===== config.mk =====
export PLATFORM = sky130hd
export DESIGN_NAME = tcc_seq
export DESIGN_NICKNAME = d
export VERILOG_FILES = /design/src/tcc_pkg.sv /design/src/tcc_seq.sv
export SDC_FILE = /design/constraint.sdc
export NUM_CORES = 1
export LEC_CHECK = 0
export BUFFER_PORTS_ARGS = -buffer_cell sky130_fd_sc_hd__buf_2
export CORE_MARGIN = 3
export CORE_UTILIZATION = 45
export CTS_CLUSTER_DIAMETER = 50
export DETAILED_ROUTE_END_ITERATION = 8
export MAX_ROUTING_LAYER = met4
export PLACE_DENSITY = 0.68
export SLEW_MARGIN = 20
export SYNTH_ARGS = -nofsm -noshare
export SYNTH_HDL_FRONTEND = slang
export SYNTH_SLANG_ARGS = --single-unit

===== constraint.sdc =====
create_clock -name clock -period 7.9 [get_ports clock]
set_input_delay 0.395 -clock clock [delete_from_list [all_inputs] [get_ports clock]]
set_output_delay 0.395 -clock clock [all_outputs]
set_load 0.02 [all_outputs]

===== src/tcc_pkg.sv =====
// ----------------------------------------------------------------------------
// tcc_pkg
// Shared types and constants of the text console engine: screen geometry,
// channel beat structs, memory port bundle, operation and state codes.
// ----------------------------------------------------------------------------
package tcc_pkg;

   // Screen geometry
   localparam int COLUMNS     = 80;
   localparam int ROWS        = 25;
   localparam int CELLS       = COLUMNS * ROWS;
   localparam int ADDR_W      = $clog2(CELLS);
   localparam int COL_W       = 7;
   localparam int ROW_W       = 5;
   localparam int LOC_W       = 12;
   localparam int COPY_LEN    = CELLS - COLUMNS;
   localparam int BOTTOM_BASE = (ROWS - 1) * COLUMNS;

   // Character and attribute constants
   localparam logic [7:0] ATTR_RESET = 8'h07;
   localparam logic [7:0] CHAR_NUL   = 8'h00;
   localparam logic [7:0] CHAR_LF    = 8'h0A;
   localparam logic [7:0] CHAR_CR    = 8'h0D;

   // Request kinds
   typedef enum logic [2:0] {
      KIND_PUT_CHAR   = 3'd0,
      KIND_SET_POS    = 3'd1,
      KIND_SET_COL    = 3'd2,
      KIND_CLEAR_ROW  = 3'd3,
      KIND_CLEAR_CUR  = 3'd4,
      KIND_READ_CELL  = 3'd5
   } kind_type;

   // Memory operation left to do once any scrolls are finished
   typedef enum logic [1:0] {
      OP_NONE  = 2'd0,
      OP_WRITE = 2'd1,
      OP_WIPE  = 2'd2,
      OP_READ  = 2'd3
   } op_type;

   // Sequencer states
   typedef enum logic [2:0] {
      ST_CLEAR = 3'd0,
      ST_IDLE  = 3'd1,
      ST_COPY  = 3'd2,
      ST_WIPE  = 3'd3,
      ST_EXEC  = 3'd4,
      ST_READ  = 3'd5,
      ST_DONE  = 3'd6
   } state_type;

   typedef struct packed {
      logic [2:0] kind;
      logic [7:0] character;
      logic [7:0] column;
      logic [7:0] row;
   } req_type;

   typedef struct packed {
      logic [15:0]      packed_position;
      logic             cursor_written;
      logic [LOC_W-1:0] cursor_location;
      logic [15:0]      cell_value;
   } rsp_type;

   typedef struct packed {
      logic              wr_en;
      logic [ADDR_W-1:0] wr_addr;
      logic [15:0]       wr_data;
      logic [ADDR_W-1:0] rd_addr;
   } mem_req_type;

endpackage


===== src/tcc_seq.sv =====
// ----------------------------------------------------------------------------
// tcc_seq
// Request sequencer: decodes a request against the cursor, then steps the
// screen store through clearing, scroll copy, line wipe, cell write or read.
// ----------------------------------------------------------------------------
module tcc_seq (
   input  logic                  clock,
   input  logic                  reset,
   input  logic                  req_valid,
   output logic                  req_ready,
   input  tcc_pkg::req_type      req_data,
   input  logic [7:0]            attr,
   output logic                  res_valid,
   input  logic                  res_ready,
   output tcc_pkg::rsp_type      res_data,
   output tcc_pkg::mem_req_type  mem_req,
   input  logic [15:0]           mem_rdata
);

   localparam int AW = tcc_pkg::ADDR_W;
   localparam int CW = tcc_pkg::COL_W;
   localparam int RW = tcc_pkg::ROW_W;
   localparam int LW = tcc_pkg::LOC_W;

   tcc_pkg::state_type state_ff, state_in;
   tcc_pkg::op_type    op_ff, op_in;
   logic [AW-1:0]      cnt_ff, cnt_in;
   logic [1:0]         scroll_ff, scroll_in;
   logic [CW-1:0]      col_ff, col_in;
   logic [RW-1:0]      row_ff, row_in;
   logic [AW-1:0]      addr_ff, addr_in;
   logic [7:0]         char_ff, char_in;
   tcc_pkg::rsp_type   res_ff, res_in;

   // Decoded request
   logic [CW-1:0]      dec_col;
   logic [RW-1:0]      dec_row;
   logic [1:0]         dec_scroll;
   tcc_pkg::op_type    dec_op;
   logic               dec_written;
   logic [AW-1:0]      dec_addr;
   logic [LW-1:0]      dec_loc;

   logic               copy_last;
   logic               wipe_last;
   logic               clear_last;
   logic [AW-1:0]      wipe_base;

   assign copy_last  = (cnt_ff == AW'(tcc_pkg::COPY_LEN));
   assign wipe_last  = (cnt_ff == AW'(tcc_pkg::COLUMNS - 1));
   assign clear_last = (cnt_ff == AW'(tcc_pkg::CELLS - 1));
   assign wipe_base  = (scroll_ff != 2'd0) ? AW'(tcc_pkg::BOTTOM_BASE) : addr_ff;

   assign req_ready = (state_ff == tcc_pkg::ST_IDLE);
   assign res_valid = (state_ff == tcc_pkg::ST_DONE);
   assign res_data  = res_ff;

   // Decode the request against the current cursor
   always_comb begin : decode
      logic [RW:0]   r1;
      logic [RW:0]   r2;
      logic [RW-1:0] r1b;
      logic [RW-1:0] r2b;
      logic          sc1;
      logic          sc2;
      logic          wrap;
      logic          nl;
      logic [CW-1:0] col_pre;
      logic [RW-1:0] mul_row;
      logic [CW-1:0] mul_col;
      logic          loc_inc;
      logic [LW-1:0] sum;

      wrap    = (col_ff >= CW'(tcc_pkg::COLUMNS));
      r1      = {1'b0, row_ff} + (RW+1)'(wrap);
      sc1     = (r1 == (RW+1)'(tcc_pkg::ROWS));
      r1b     = sc1 ? RW'(tcc_pkg::ROWS - 1) : r1[RW-1:0];
      r2      = {1'b0, r1b} + (RW+1)'(1);
      sc2     = (r2 == (RW+1)'(tcc_pkg::ROWS));
      r2b     = sc2 ? RW'(tcc_pkg::ROWS - 1) : r2[RW-1:0];
      col_pre = wrap ? '0 : col_ff;
      nl      = (req_data.character == tcc_pkg::CHAR_LF) ||
                (req_data.character == tcc_pkg::CHAR_CR);

      dec_col     = col_ff;
      dec_row     = row_ff;
      dec_scroll  = 2'd0;
      dec_op      = tcc_pkg::OP_NONE;
      dec_written = 1'b0;
      mul_row     = row_ff;
      mul_col     = '0;
      loc_inc     = 1'b0;

      case (req_data.kind)
         tcc_pkg::KIND_PUT_CHAR: begin
            if (req_data.character != tcc_pkg::CHAR_NUL) begin
               dec_written = 1'b1;
               if (nl) begin
                  dec_row    = r2b;
                  dec_col    = '0;
                  dec_scroll = {1'b0, sc1} + {1'b0, sc2};
                  mul_row    = r2b;
               end else begin
                  dec_row    = r1b;
                  dec_col    = col_pre + CW'(1);
                  dec_scroll = {1'b0, sc1};
                  dec_op     = tcc_pkg::OP_WRITE;
                  mul_row    = r1b;
                  mul_col    = col_pre;
                  loc_inc    = 1'b1;
               end
            end
         end
         tcc_pkg::KIND_SET_POS: begin
            if (req_data.column <= 8'(tcc_pkg::COLUMNS)) begin
               dec_col = req_data.column[CW-1:0];
               if (req_data.row >= 8'(tcc_pkg::ROWS)) begin
                  dec_row    = RW'(tcc_pkg::ROWS - 1);
                  dec_scroll = 2'd1;
               end else begin
                  dec_row = req_data.row[RW-1:0];
               end
            end
         end
         tcc_pkg::KIND_SET_COL: begin
            if (req_data.column <= 8'(tcc_pkg::COLUMNS)) begin
               dec_col = req_data.column[CW-1:0];
            end
         end
         tcc_pkg::KIND_CLEAR_ROW: begin
            if (req_data.row < 8'(tcc_pkg::ROWS)) begin
               dec_op  = tcc_pkg::OP_WIPE;
               mul_row = req_data.row[RW-1:0];
            end
         end
         tcc_pkg::KIND_CLEAR_CUR: begin
            dec_op = tcc_pkg::OP_WIPE;
         end
         tcc_pkg::KIND_READ_CELL: begin
            if ((req_data.column < 8'(tcc_pkg::COLUMNS)) &&
                (req_data.row < 8'(tcc_pkg::ROWS))) begin
               dec_op  = tcc_pkg::OP_READ;
               mul_row = req_data.row[RW-1:0];
               mul_col = req_data.column[CW-1:0];
            end
         end
         default: begin
         end
      endcase

      sum      = LW'(mul_row) * LW'(tcc_pkg::COLUMNS) + LW'(mul_col);
      dec_addr = sum[AW-1:0];
      dec_loc  = sum + LW'(loc_inc);
   end

   // Next state
   always_comb begin
      state_in = state_ff;
      case (state_ff)
         tcc_pkg::ST_CLEAR: begin
            if (clear_last) state_in = tcc_pkg::ST_IDLE;
         end
         tcc_pkg::ST_IDLE: begin
            if (req_valid) begin
               state_in = (dec_scroll != 2'd0) ? tcc_pkg::ST_COPY : tcc_pkg::ST_EXEC;
            end
         end
         tcc_pkg::ST_COPY: begin
            if (copy_last) state_in = tcc_pkg::ST_WIPE;
         end
         tcc_pkg::ST_WIPE: begin
            if (wipe_last) begin
               if (scroll_ff > 2'd1) begin
                  state_in = tcc_pkg::ST_COPY;
               end else if (scroll_ff == 2'd1) begin
                  state_in = tcc_pkg::ST_EXEC;
               end else begin
                  state_in = tcc_pkg::ST_DONE;
               end
            end
         end
         tcc_pkg::ST_EXEC: begin
            case (op_ff)
               tcc_pkg::OP_WIPE: state_in = tcc_pkg::ST_WIPE;
               tcc_pkg::OP_READ: state_in = tcc_pkg::ST_READ;
               default:          state_in = tcc_pkg::ST_DONE;
            endcase
         end
         tcc_pkg::ST_READ: begin
            state_in = tcc_pkg::ST_DONE;
         end
         tcc_pkg::ST_DONE: begin
            if (res_ready) state_in = tcc_pkg::ST_IDLE;
         end
         default: begin
            state_in = tcc_pkg::ST_IDLE;
         end
      endcase
   end

   // Memory accesses, counters and cursor updates
   always_comb begin
      cnt_in    = cnt_ff;
      scroll_in = scroll_ff;
      col_in    = col_ff;
      row_in    = row_ff;
      op_in     = op_ff;
      addr_in   = addr_ff;
      char_in   = char_ff;
      res_in    = res_ff;
      mem_req   = '0;

      case (state_ff)
         tcc_pkg::ST_CLEAR: begin
            mem_req.wr_en   = 1'b1;
            mem_req.wr_addr = cnt_ff;
            cnt_in          = clear_last ? '0 : cnt_ff + AW'(1);
         end
         tcc_pkg::ST_IDLE: begin
            if (req_valid) begin
               col_in                 = dec_col;
               row_in                 = dec_row;
               scroll_in              = dec_scroll;
               op_in                  = dec_op;
               addr_in                = dec_addr;
               char_in                = req_data.character;
               cnt_in                 = '0;
               res_in.packed_position = (16'(dec_row) << 8) | 16'(dec_col);
               res_in.cursor_written  = dec_written;
               res_in.cursor_location = dec_written ? dec_loc : '0;
               res_in.cell_value      = '0;
            end
         end
         tcc_pkg::ST_COPY: begin
            // Read one line ahead, write the beat read last cycle
            if (!copy_last) begin
               mem_req.rd_addr = cnt_ff + AW'(tcc_pkg::COLUMNS);
            end
            if (cnt_ff != '0) begin
               mem_req.wr_en   = 1'b1;
               mem_req.wr_addr = cnt_ff - AW'(1);
               mem_req.wr_data = mem_rdata;
            end
            cnt_in = copy_last ? '0 : cnt_ff + AW'(1);
         end
         tcc_pkg::ST_WIPE: begin
            mem_req.wr_en   = 1'b1;
            mem_req.wr_addr = wipe_base + cnt_ff;
            if (wipe_last) begin
               cnt_in = '0;
               if (scroll_ff != 2'd0) scroll_in = scroll_ff - 2'd1;
            end else begin
               cnt_in = cnt_ff + AW'(1);
            end
         end
         tcc_pkg::ST_EXEC: begin
            cnt_in = '0;
            if (op_ff == tcc_pkg::OP_WRITE) begin
               mem_req.wr_en   = 1'b1;
               mem_req.wr_addr = addr_ff;
               mem_req.wr_data = {attr, char_ff};
            end
            mem_req.rd_addr = addr_ff;
         end
         tcc_pkg::ST_READ: begin
            res_in.cell_value = mem_rdata;
         end
         default: begin
         end
      endcase
   end

   // Control registers
   always_ff @(posedge clock) begin
      if (reset) begin
         state_ff  <= tcc_pkg::ST_CLEAR;
         op_ff     <= tcc_pkg::OP_NONE;
         cnt_ff    <= '0;
         scroll_ff <= 2'd0;
         col_ff    <= '0;
         row_ff    <= '0;
      end else begin
         state_ff  <= state_in;
         op_ff     <= op_in;
         cnt_ff    <= cnt_in;
         scroll_ff <= scroll_in;
         col_ff    <= col_in;
         row_ff    <= row_in;
      end
   end

   // Payload registers
   always_ff @(posedge clock) begin
      addr_ff <= addr_in;
      char_ff <= char_in;
      res_ff  <= res_in;
   end

endmodule


==> impl_metrics.json, run 1 <==
{
  "timing.max_slew.rel_slack": 0.279,
  "synth_top_family_by_area": "compound AO/OA/AOI/OAI gates",
  "timing_worst_setup_path_type": "reg -> reg",
  "ctsHtreeMaxLevel": 3,
  "synth-async-reset-ratio": 0,
  "final_cell_count_no_fill": 1080,
  "finalWeightedCongestion": 0.885,
  "root_buffer_cell": "sky130_fd_sc_hd__clkbuf_16",
  "static-leakage-power_nw": 3.23,
  "power.density_nw_per_um2": 136,
  "number_of_filler_cells_placed_in_the_layout": 1397,
  "crit_fanout": 9,
  "iter_0_drt_violations": 616,
  "tns_ps": 0,
  "flow.area_growth_from_synthesis_pct": 15.5,
  "die_h_um": 129,
  "global_route.overflow_total": 0,
  "cp_top_family": "compound AO/OA/AOI/OAI gates",
  "grt_util_met2": 0.360,
  "post_synth_inst_count": 788,
  "maximum_cell_stage_delay_along_the_critical_path_ps": 540,
  "hp-class": "in -> reg",
  "timing.final.max_slew_violations": 0,
  "top_level_ports": 141,
  "synthSimpleGateAreaFrac": 0.226,
  "start_kind": "register",
  "synth_area_um2": 6840,
  "cts.reportedPaths.clkPinSlew_ps": 70,
  "io_buffer_count": 136,
  "synth-seq-area-share": 0.351,
  "cp_data_required_time_ps": 8120,
  "detailed_place_hpwl_mm": 14.1,
  "cp_num_buf_inv": 2,
  "drc": 0,
  "placed_cells": 1064,
  "yosysWarnings": 0,
  "number_of_diodes_added_for_antenna_fixing": 0,
  "grt_antenna_before_repair": 0,
  "worst_skew_pair.late_latency_ps": 350,
  "worst_hold_startpoint": "req_data[21]",
  "synth_xor_xnor_area_share": 0.0613,
  "met1_track_usage_gr": 0.314,
  "postCtsSetupBuffers": 0,
  "global_route_met3_utilization": 0.0400,
  "finalWorstPathRequiredPeriod_ps": 6660,
  "grt_setup_unrepaired": "false",
  "critPathCaptureType": "register",
  "gr-usage-all-layers": 0.233,
  "cts.path.max_buffers": 2,
  "worstSetupStartpoint": "col_ff[4]",
  "final_hold_viol_count": 0,
  "grt_first_pass_wirelength_mm": 30.3,
  "layout_commonest_cell": "sky130_fd_sc_hd__buf_2",
  "post_synth.cell_area_avg_um2": 8.68,
  "design.die.area_um2": 16700,
  "post_synthesis_register_bit_count": 90,
  "outcome": "completed",
  "final.period_utilization": 0.843,
  "average_via_count_per_standard_cell": 6.02,
  "die_x_um": 129,
  "vias_in_the_first_global_route": 5913,
  "firstDrtPassIters": 6,
  "detail_route.wl_per_cell_um": 17.6,
  "fraction_of_synthesized_area_in_multiplexers": 0.0154,
  "final-setup-viol-count": 0,
  "critPathMostFrequentCell": "sky130_fd_sc_hd__ha_1",
  "worst_clock_skew_ps": 11.9,
  "routed_wire_length_mm": 19.0,
  "initial_core_util": 0.465,
  "multiInputGateArea_um2": 4140,
  "holdBufCountCts": 0,
  "layout-drive-gt1-share": 0.193,
  "grt_start_max_net_pins": 53,
  "worstReg2RegStart": "col_ff[4]",
  "power.ir.vdd_worst_mv": 0.105,
  "cts_tree": "yes",
  "maxClockFrequency_ghz": 0.150,
  "yosysUniqueCellTypes": 79,
  "core_area_um2": 14700,
  "timing.critical_path.slowest_stage_cell": "sky130_fd_sc_hd__fa_1",
  "max_cap_viol_count": 0,
  "number_of_nets_in_the_layout": 982,
  "synth_compound_gate_area_share": 0.228,
  "synth-edff-count": 60,
  "placementRows": 44,
  "synth_adder_area_share": 0.0692,
  "grt_most_used_layer": "met2",
  "ant_nets": 0,
  "cts-resized-gates": 0,
  "setup.reg_to_reg.worst_slack_ps": 1240,
  "cts_made_buffers": 9,
  "area.sequential_um2": 2400,
  "clock_sink_count": 90,
  "vias": 6502,
  "worst_pin_slew_ps": 1070,
  "final_cell_mix": "sky130_fd_sc_hd__buf_2, sky130_fd_sc_hd__nor2_1, sky130_fd_sc_hd__nand2_1",
  "yosys_most_used_dff": "sky130_fd_sc_hd__edfxtp_1",
  "worstPathArrival_ps": 6880
}
==> final timing paths <==
kind                  endpoint  depth (start not counted)
hold / removal      char_ff[5]                          1
setup reg to reg  res_data[27]                         26
hold reg to reg       op_ff[1]                          2
setup / recovery  res_data[27]                         26
==> cells in the mapped netlist, types with 6 or more instances <==
| cell | instances | area share |
|---|---|---|
| sky130_fd_sc_hd__clkbuf_1 | 42 | 0.023 |
| sky130_fd_sc_hd__nand3_1 | 27 | 0.020 |
| sky130_fd_sc_hd__nor4_1 | 8 | 0.0073 |
| sky130_fd_sc_hd__nor2_1 | 79 | 0.043 |
| sky130_fd_sc_hd__and3_1 | 32 | 0.029 |
| sky130_fd_sc_hd__inv_1 | 29 | 0.016 |
| sky130_fd_sc_hd__and2_1 | 15 | 0.014 |
| sky130_fd_sc_hd__nor3b_1 | 9 | 0.0099 |
| sky130_fd_sc_hd__o22ai_1 | 8 | 0.0073 |
| sky130_fd_sc_hd__a31oi_1 | 10 | 0.0092 |
| sky130_fd_sc_hd__o21ai_0 | 48 | 0.035 |
| sky130_fd_sc_hd__xor2_1 | 24 | 0.031 |
| sky130_fd_sc_hd__nand4_1 | 10 | 0.0092 |
| sky130_fd_sc_hd__a21o_1 | 8 | 0.0088 |
| sky130_fd_sc_hd__xnor2_1 | 22 | 0.028 |
| sky130_fd_sc_hd__o211ai_1 | 7 | 0.0077 |
| sky130_fd_sc_hd__a22oi_1 | 8 | 0.0088 |
| sky130_fd_sc_hd__edfxtp_1 | 60 | 0.26 |
| sky130_fd_sc_hd__nand2b_1 | 6 | 0.0055 |
| sky130_fd_sc_hd__o21a_1 | 8 | 0.0088 |
| sky130_fd_sc_hd__a22o_1 | 26 | 0.033 |
| sky130_fd_sc_hd__dfxtp_1 | 30 | 0.088 |
| sky130_fd_sc_hd__nand2_1 | 63 | 0.035 |
| sky130_fd_sc_hd__mux2i_1 | 6 | 0.0088 |
| sky130_fd_sc_hd__nand3b_1 | 7 | 0.0077 |
| sky130_fd_sc_hd__a21oi_1 | 41 | 0.030 |
| sky130_fd_sc_hd__ha_1 | 33 | 0.060 |
| sky130_fd_sc_hd__nor3_1 | 17 | 0.012 |
==> power by group <==
part	switching [mW]	internal [mW]
Combinational	0.0810	0.0493
Sequential	0.00322	0.501
Clock	0.192	0.248
Total	0.276	0.798
==> cells by family after synthesis <==
| kind of cell | count (synthesis) |
|---|---|
| AO/OA/AOI/OAI | 224 |
| XOR/XNOR | 47 |
| adder cells (fa/ha/maj) | 36 |
| buffers and inverters | 80 |
| flip-flops | 90 |
| multiplexers | 10 |
| other | 1 |
| AND/OR/NAND/NOR | 300 |
==> registers in the layout, summed over array words and instances, names as in the netlist <==
| name | cells |
|---|---|
| col_ff | 7 |
| state_ff | 3 |
| scroll_ff | 2 |
| cnt_ff | 11 |
| row_ff | 5 |
| addr_ff | 11 |
| res_data | 41 |
| op_ff | 2 |
| char_ff | 8 |
==> cell type report <==
| class | instances | share of cell area |
|---|---|---|
| tap | 184 | 0.0292 |
| sequential | 90 | 0.304 |
| timing repair buffer | 140 | 0.0900 |
| clock buffer | 9 | 0.0285 |
| inverter | 29 | 0.0138 |
| multi-input combinational | 621 | 0.525 |
| clock inverter | 7 | 0.00935 |
==> worst reg2reg max path, stage by stage, from the launching register on <==
cell	delay [ps]
sky130_fd_sc_hd__dfxtp_1	380
sky130_fd_sc_hd__o21ai_0	450
sky130_fd_sc_hd__inv_1	140
sky130_fd_sc_hd__ha_1	250
sky130_fd_sc_hd__ha_1	310
sky130_fd_sc_hd__nor3b_1	210
sky130_fd_sc_hd__a31oi_1	90
sky130_fd_sc_hd__o21ai_0	400
sky130_fd_sc_hd__inv_1	90
sky130_fd_sc_hd__ha_1	270
sky130_fd_sc_hd__o21ai_0	150
sky130_fd_sc_hd__o21ai_0	140
sky130_fd_sc_hd__a22oi_1	240
sky130_fd_sc_hd__nand2_1	100
sky130_fd_sc_hd__o311ai_0	360
sky130_fd_sc_hd__o311ai_0	310
sky130_fd_sc_hd__o22a_1	320
sky130_fd_sc_hd__ha_1	210
sky130_fd_sc_hd__ha_1	210
sky130_fd_sc_hd__fa_1	540
sky130_fd_sc_hd__nand2_1	60
sky130_fd_sc_hd__a21oi_1	280
sky130_fd_sc_hd__xnor2_1	260
sky130_fd_sc_hd__and4_1	290
sky130_fd_sc_hd__nand4_1	90
sky130_fd_sc_hd__a211o_2	350
sky130_fd_sc_hd__nand2_1	50
==> per-stage QoR <==
step / worst slack, ps / utilization / power [mW] / hold slack [ps] / cell area, um2
after global routing: 451 / 0.537 / 1.12 / 216 / 7890
after detailed placement: 1390 / 0.516 / 0.642 / 476 / 7580
after CTS: 1330 / 0.536 / 1.08 / 222 / 7880
final: 1240 / 0.537 / 1.07 / 235 / 7890
after floorplan: 2050 / - / 0.600 / 453 / 6850
after global placement: 1560 / 0.516 / 0.640 / 470 / 7580
==> routing by layer <==
layer	vias to the layer above	part of all wire
met5	-	0
met4	0	0.019
met3	29	0.076
li1	3163	-
met2	279	0.45
met1	3031	0.45
(Power assumes the default switching activity.)
==> inputs of run 2 (changes only) <==
--- a/config.mk
+++ b/config.mk
@@ -5,13 +5,14 @@
 export SDC_FILE = /design/constraint.sdc
 export NUM_CORES = 1
 export LEC_CHECK = 0
+export ABC_AREA = 1
 export BUFFER_PORTS_ARGS = -buffer_cell sky130_fd_sc_hd__buf_2
 export CORE_MARGIN = 3
 export CORE_UTILIZATION = 45
 export CTS_CLUSTER_DIAMETER = 50
 export DETAILED_ROUTE_END_ITERATION = 8
 export MAX_ROUTING_LAYER = met4
-export PLACE_DENSITY = 0.68
+export PLACE_DENSITY = 0.7
 export SLEW_MARGIN = 20
 export SYNTH_ARGS = -nofsm -noshare
 export SYNTH_HDL_FRONTEND = slang
==> constraint.sdc (replaced) <==
create_clock -name clock -period 5.5 [get_ports clock]
set_input_delay 0.275 -clock clock [delete_from_list [all_inputs] [get_ports clock]]
set_output_delay 0.275 -clock clock [all_outputs]
set_load 0.02 [all_outputs]
==> run 2 against run 1 <==
Cell count increased by 16%. Die area increased by 0.60%. Design area increased by 1.7%. Critical path depth increased by 4. Combinational power increased to 3.9 times the previous value. Maximum frequency increased by 34%. Total power increased by 83%. Largest cell class unchanged. Highest routed layer unchanged.
==> impl_metrics.json, run 2 <==
{
  "worstPathArrival_ps": 5070,
  "final_cell_count_no_fill": 1254,
  "number_of_nets_in_the_layout": 1156,
  "worst_hold_startpoint": "req_data[21]",
  "yosys.cell_count.top_type": "sky130_fd_sc_hd__nand2_1",
  "worst_r2r_endpoint": "res_data[26]",
  "vias": 6888,
  "placed_cells": 1238,
  "cts_tree": "yes",
  "ant_nets": 0,
  "synth_area_leaders": "sky130_fd_sc_hd__edfxtp_1, sky130_fd_sc_hd__nand2_1, sky130_fd_sc_hd__dfxtp_1",
  "synth_area_leader_cell": "sky130_fd_sc_hd__edfxtp_1",
  "final_hold_viol_count": 0,
  "global_route_met3_utilization": 0.0548,
  "cts.path.max_buffers": 2,
  "detail_route.wl_per_cell_um": 16.2,
  "core_utilization_of_the_finished_layout": 0.544,
  "outcome": "completed",
  "tns_ps": 0,
  "flow.area_growth_from_synthesis_pct": 16.7,
  "cts.reportedPaths.clkPinSlew_ps": 80,
  "power_switching_share": 0.343,
  "max_cap_viol_count": 0,
  "iter_0_drt_violations": 700,
  "core_area_um2": 14800,
  "clock_sink_count": 90,
  "initial_core_util": 0.466,
  "die_h_um": 130,
  "root_buffer_cell": "sky130_fd_sc_hd__clkbuf_16",
  "maxClockFrequency_ghz": 0.201,
  "die_x_um": 130,
  "vias_in_the_first_global_route": 6363,
  "finalWeightedCongestion": 0.977,
  "grt_setup_unrepaired": "false",
  "grt_util_met2": 0.397,
  "worst_clock_skew_ps": 13.6,
  "postCtsSetupBuffers": 0,
  "cts_made_buffers": 9,
  "power.density_nw_per_um2": 245,
  "finalWorstPathRequiredPeriod_ps": 4980,
  "timing.final.max_slew_violations": 0,
  "worstSetupStartpoint": "col_ff[4]",
  "cp_data_required_time_ps": 5590,
  "power.ir.vdd_worst_mv": 0.161,
  "timing.critical_path.slowest_stage_cell": "sky130_fd_sc_hd__fa_1",
  "yosys_most_used_dff": "sky130_fd_sc_hd__edfxtp_1",
  "met1_track_usage_gr": 0.318,
  "yosysUniqueCellTypes": 53,
  "synth-seq-area-share": 0.349,
  "grt_first_pass_wirelength_mm": 32.1,
  "firstDrtPassIters": 5,
  "largest_register_ff_count": 41,
  "post_synthesis_register_bit_count": 90,
  "static-leakage-power_nw": 3.79,
  "detailed_place_hpwl_mm": 15.8,
  "post_synth_most_frequent_cells": "sky130_fd_sc_hd__nand2_1, sky130_fd_sc_hd__inv_1, sky130_fd_sc_hd__nor2_1",
  "grt_antenna_before_repair": 0,
  "grt_start_max_net_pins": 53,
  "post_synth.cell_area_avg_um2": 7.33,
  "drc": 0,
  "timing.max_slew.rel_slack": 0.340,
  "power.switching_uw": 676,
  "maximum_cell_stage_delay_along_the_critical_path_ps": 530,
  "area.sequential_um2": 2400,
  "number_of_diodes_added_for_antenna_fixing": 0,
  "internal_power_mw": 1.29,
  "critPathCaptureType": "register",
  "average_via_count_per_standard_cell": 5.49,
  "power_frac_clock": 0.331,
  "synth-edff-count": 60,
  "gr-usage-all-layers": 0.249,
  "routed_wire_length_mm": 20.3,
  "crit_fanout": 6,
  "final.period_utilization": 0.905,
  "synthDominantCellAreaShare": 0.262,
  "synth-async-reset-ratio": 0,
  "comb_power_share": 0.257,
  "worst_pin_slew_ps": 987,
  "global_route.overflow_total": 0,
  "multiInputGateArea_um2": 3800,
  "setup.reg_to_reg.worst_slack_ps": 520,
  "top_level_ports": 141,
  "reg2reg_depth": 30,
  "design.die.area_um2": 16800,
  "final_cell_mix": "sky130_fd_sc_hd__nand2_1, sky130_fd_sc_hd__inv_1, sky130_fd_sc_hd__buf_2",
  "placementRows": 44,
  "yosysWarnings": 0,
  "layout_commonest_cell": "sky130_fd_sc_hd__nand2_1",
  "hold_path_depth": 1,
  "final-setup-viol-count": 0,
  "worstReg2RegStart": "col_ff[4]",
  "number_of_filler_cells_placed_in_the_layout": 1478,
  "layout-drive-gt1-share": 0.207,
  "grt_most_used_layer": "met2",
  "worst_skew_pair.late_latency_ps": 360,
  "io_buffer_count": 136,
  "power.sequential.fraction": 0.412,
  "timing_worst_setup_path_type": "reg -> reg",
  "post_synth_inst_count": 938,
  "hold_end": "char_ff[5]",
  "synth_area_um2": 6880,
  "start_kind": "register",
  "ctsHtreeMaxLevel": 3,
  "p_total_mw": 1.97,
  "hp-class": "in -> reg"
}
-- run 2: cell count changes after synthesis, moves of 19 or more --
cell	before	now
sky130_fd_sc_hd__clkbuf_1	42	11
sky130_fd_sc_hd__a22o_1	26	1
sky130_fd_sc_hd__xnor2_1	22	2
sky130_fd_sc_hd__inv_1	29	142
sky130_fd_sc_hd__o21ai_0	48	85
sky130_fd_sc_hd__nor2_1	79	104
sky130_fd_sc_hd__nand2_1	63	177
sky130_fd_sc_hd__and3_1	32	0
sky130_fd_sc_hd__nand3_1	27	46
-- run 2: routing by layer --
| metal | wire length (um) | share of wire |
|---|---|---|
| met1 | 8910 | 0.44 |
| met2 | 9720 | 0.48 |
| met3 | 1320 | 0.065 |
| met4 | 363 | 0.018 |
| met5 | 0 | 0 |
-- run 2: worst max-delay path by stage --
stage               cells after the start  slack, ps           end
floorplan                              30       1000  res_data[26]
global placement                       28        490  res_data[26]
detailed placement                     28        390  res_data[26]
CTS                                    28        350  res_data[26]
global route                           32         30  res_data[25]
finish                                 30        520  res_data[26]
-- run 2: cell families after synthesis --
logic type,count (synthesis),share of synthesized area
and+or+nand+nor,409,0.283
AOI/OAI and AO/OA,207,0.176
buffers and inverters,180,0.103
DFF,90,0.349
adders and majority gates,36,0.0688
xor gates and xnor gates,15,0.0191
other,1,0.000545
-- run 2: power groups by stage --
stage | registers, mW | logic [mW] | clock network (mW)
2_1_floorplan | 0.829 | 0.348 | 0
3_3_place_gp | 0.825 | 0.496 | 0
3_5_place_dp | 0.826 | 0.499 | 0
4_1_cts | 0.811 | 0.501 | 0.662
5_1_grt | 0.818 | 0.569 | 0.691
6_report | 0.813 | 0.506 | 0.651
-- run 2: worst max-delay path, delay by kind of cell, from the launching register on --
kind / cells / cell delay, ps
fa+ha+maj: 6 / 1570
simple gates: 15 / 1840
buf+inv: 5 / 380
xor+xnor: 1 / 210
compound gates: 3 / 380
flops: 1 / 340
-- run 2: repair_timing --
item | CTS | global route
endpoints found under the hold margin | 0 | 0
hold buffers | 0 | 0
endpoints found under the setup margin | 0 | 3
gates resized for setup | 0 | 8
-- run 2: stage by stage --
| step | hold slack [ps] | worst slack (ps) | instance area (um2) |
|---|---|---|---|
| 3_5_place_dp | 470 | 391 | 7700 |
| 6_report | 109 | 522 | 8030 |
| 2_1_floorplan | 367 | 1000 | 6890 |
| 4_1_cts | 98.2 | 353 | 8010 |
| 5_1_grt | 95.6 | 27.5 | 8030 |
| 3_3_place_gp | 469 | 494 | 7700 |
-- run 2: final cells by class --
type                    instances  share of cell area
multi-input cells             671               0.474
flip-flops and latches         90               0.299
repair buffers                138              0.0867
inverters                     155              0.0731
well taps                     184              0.0287
clock buffers                   9              0.0281
clock inverters                 7              0.0103
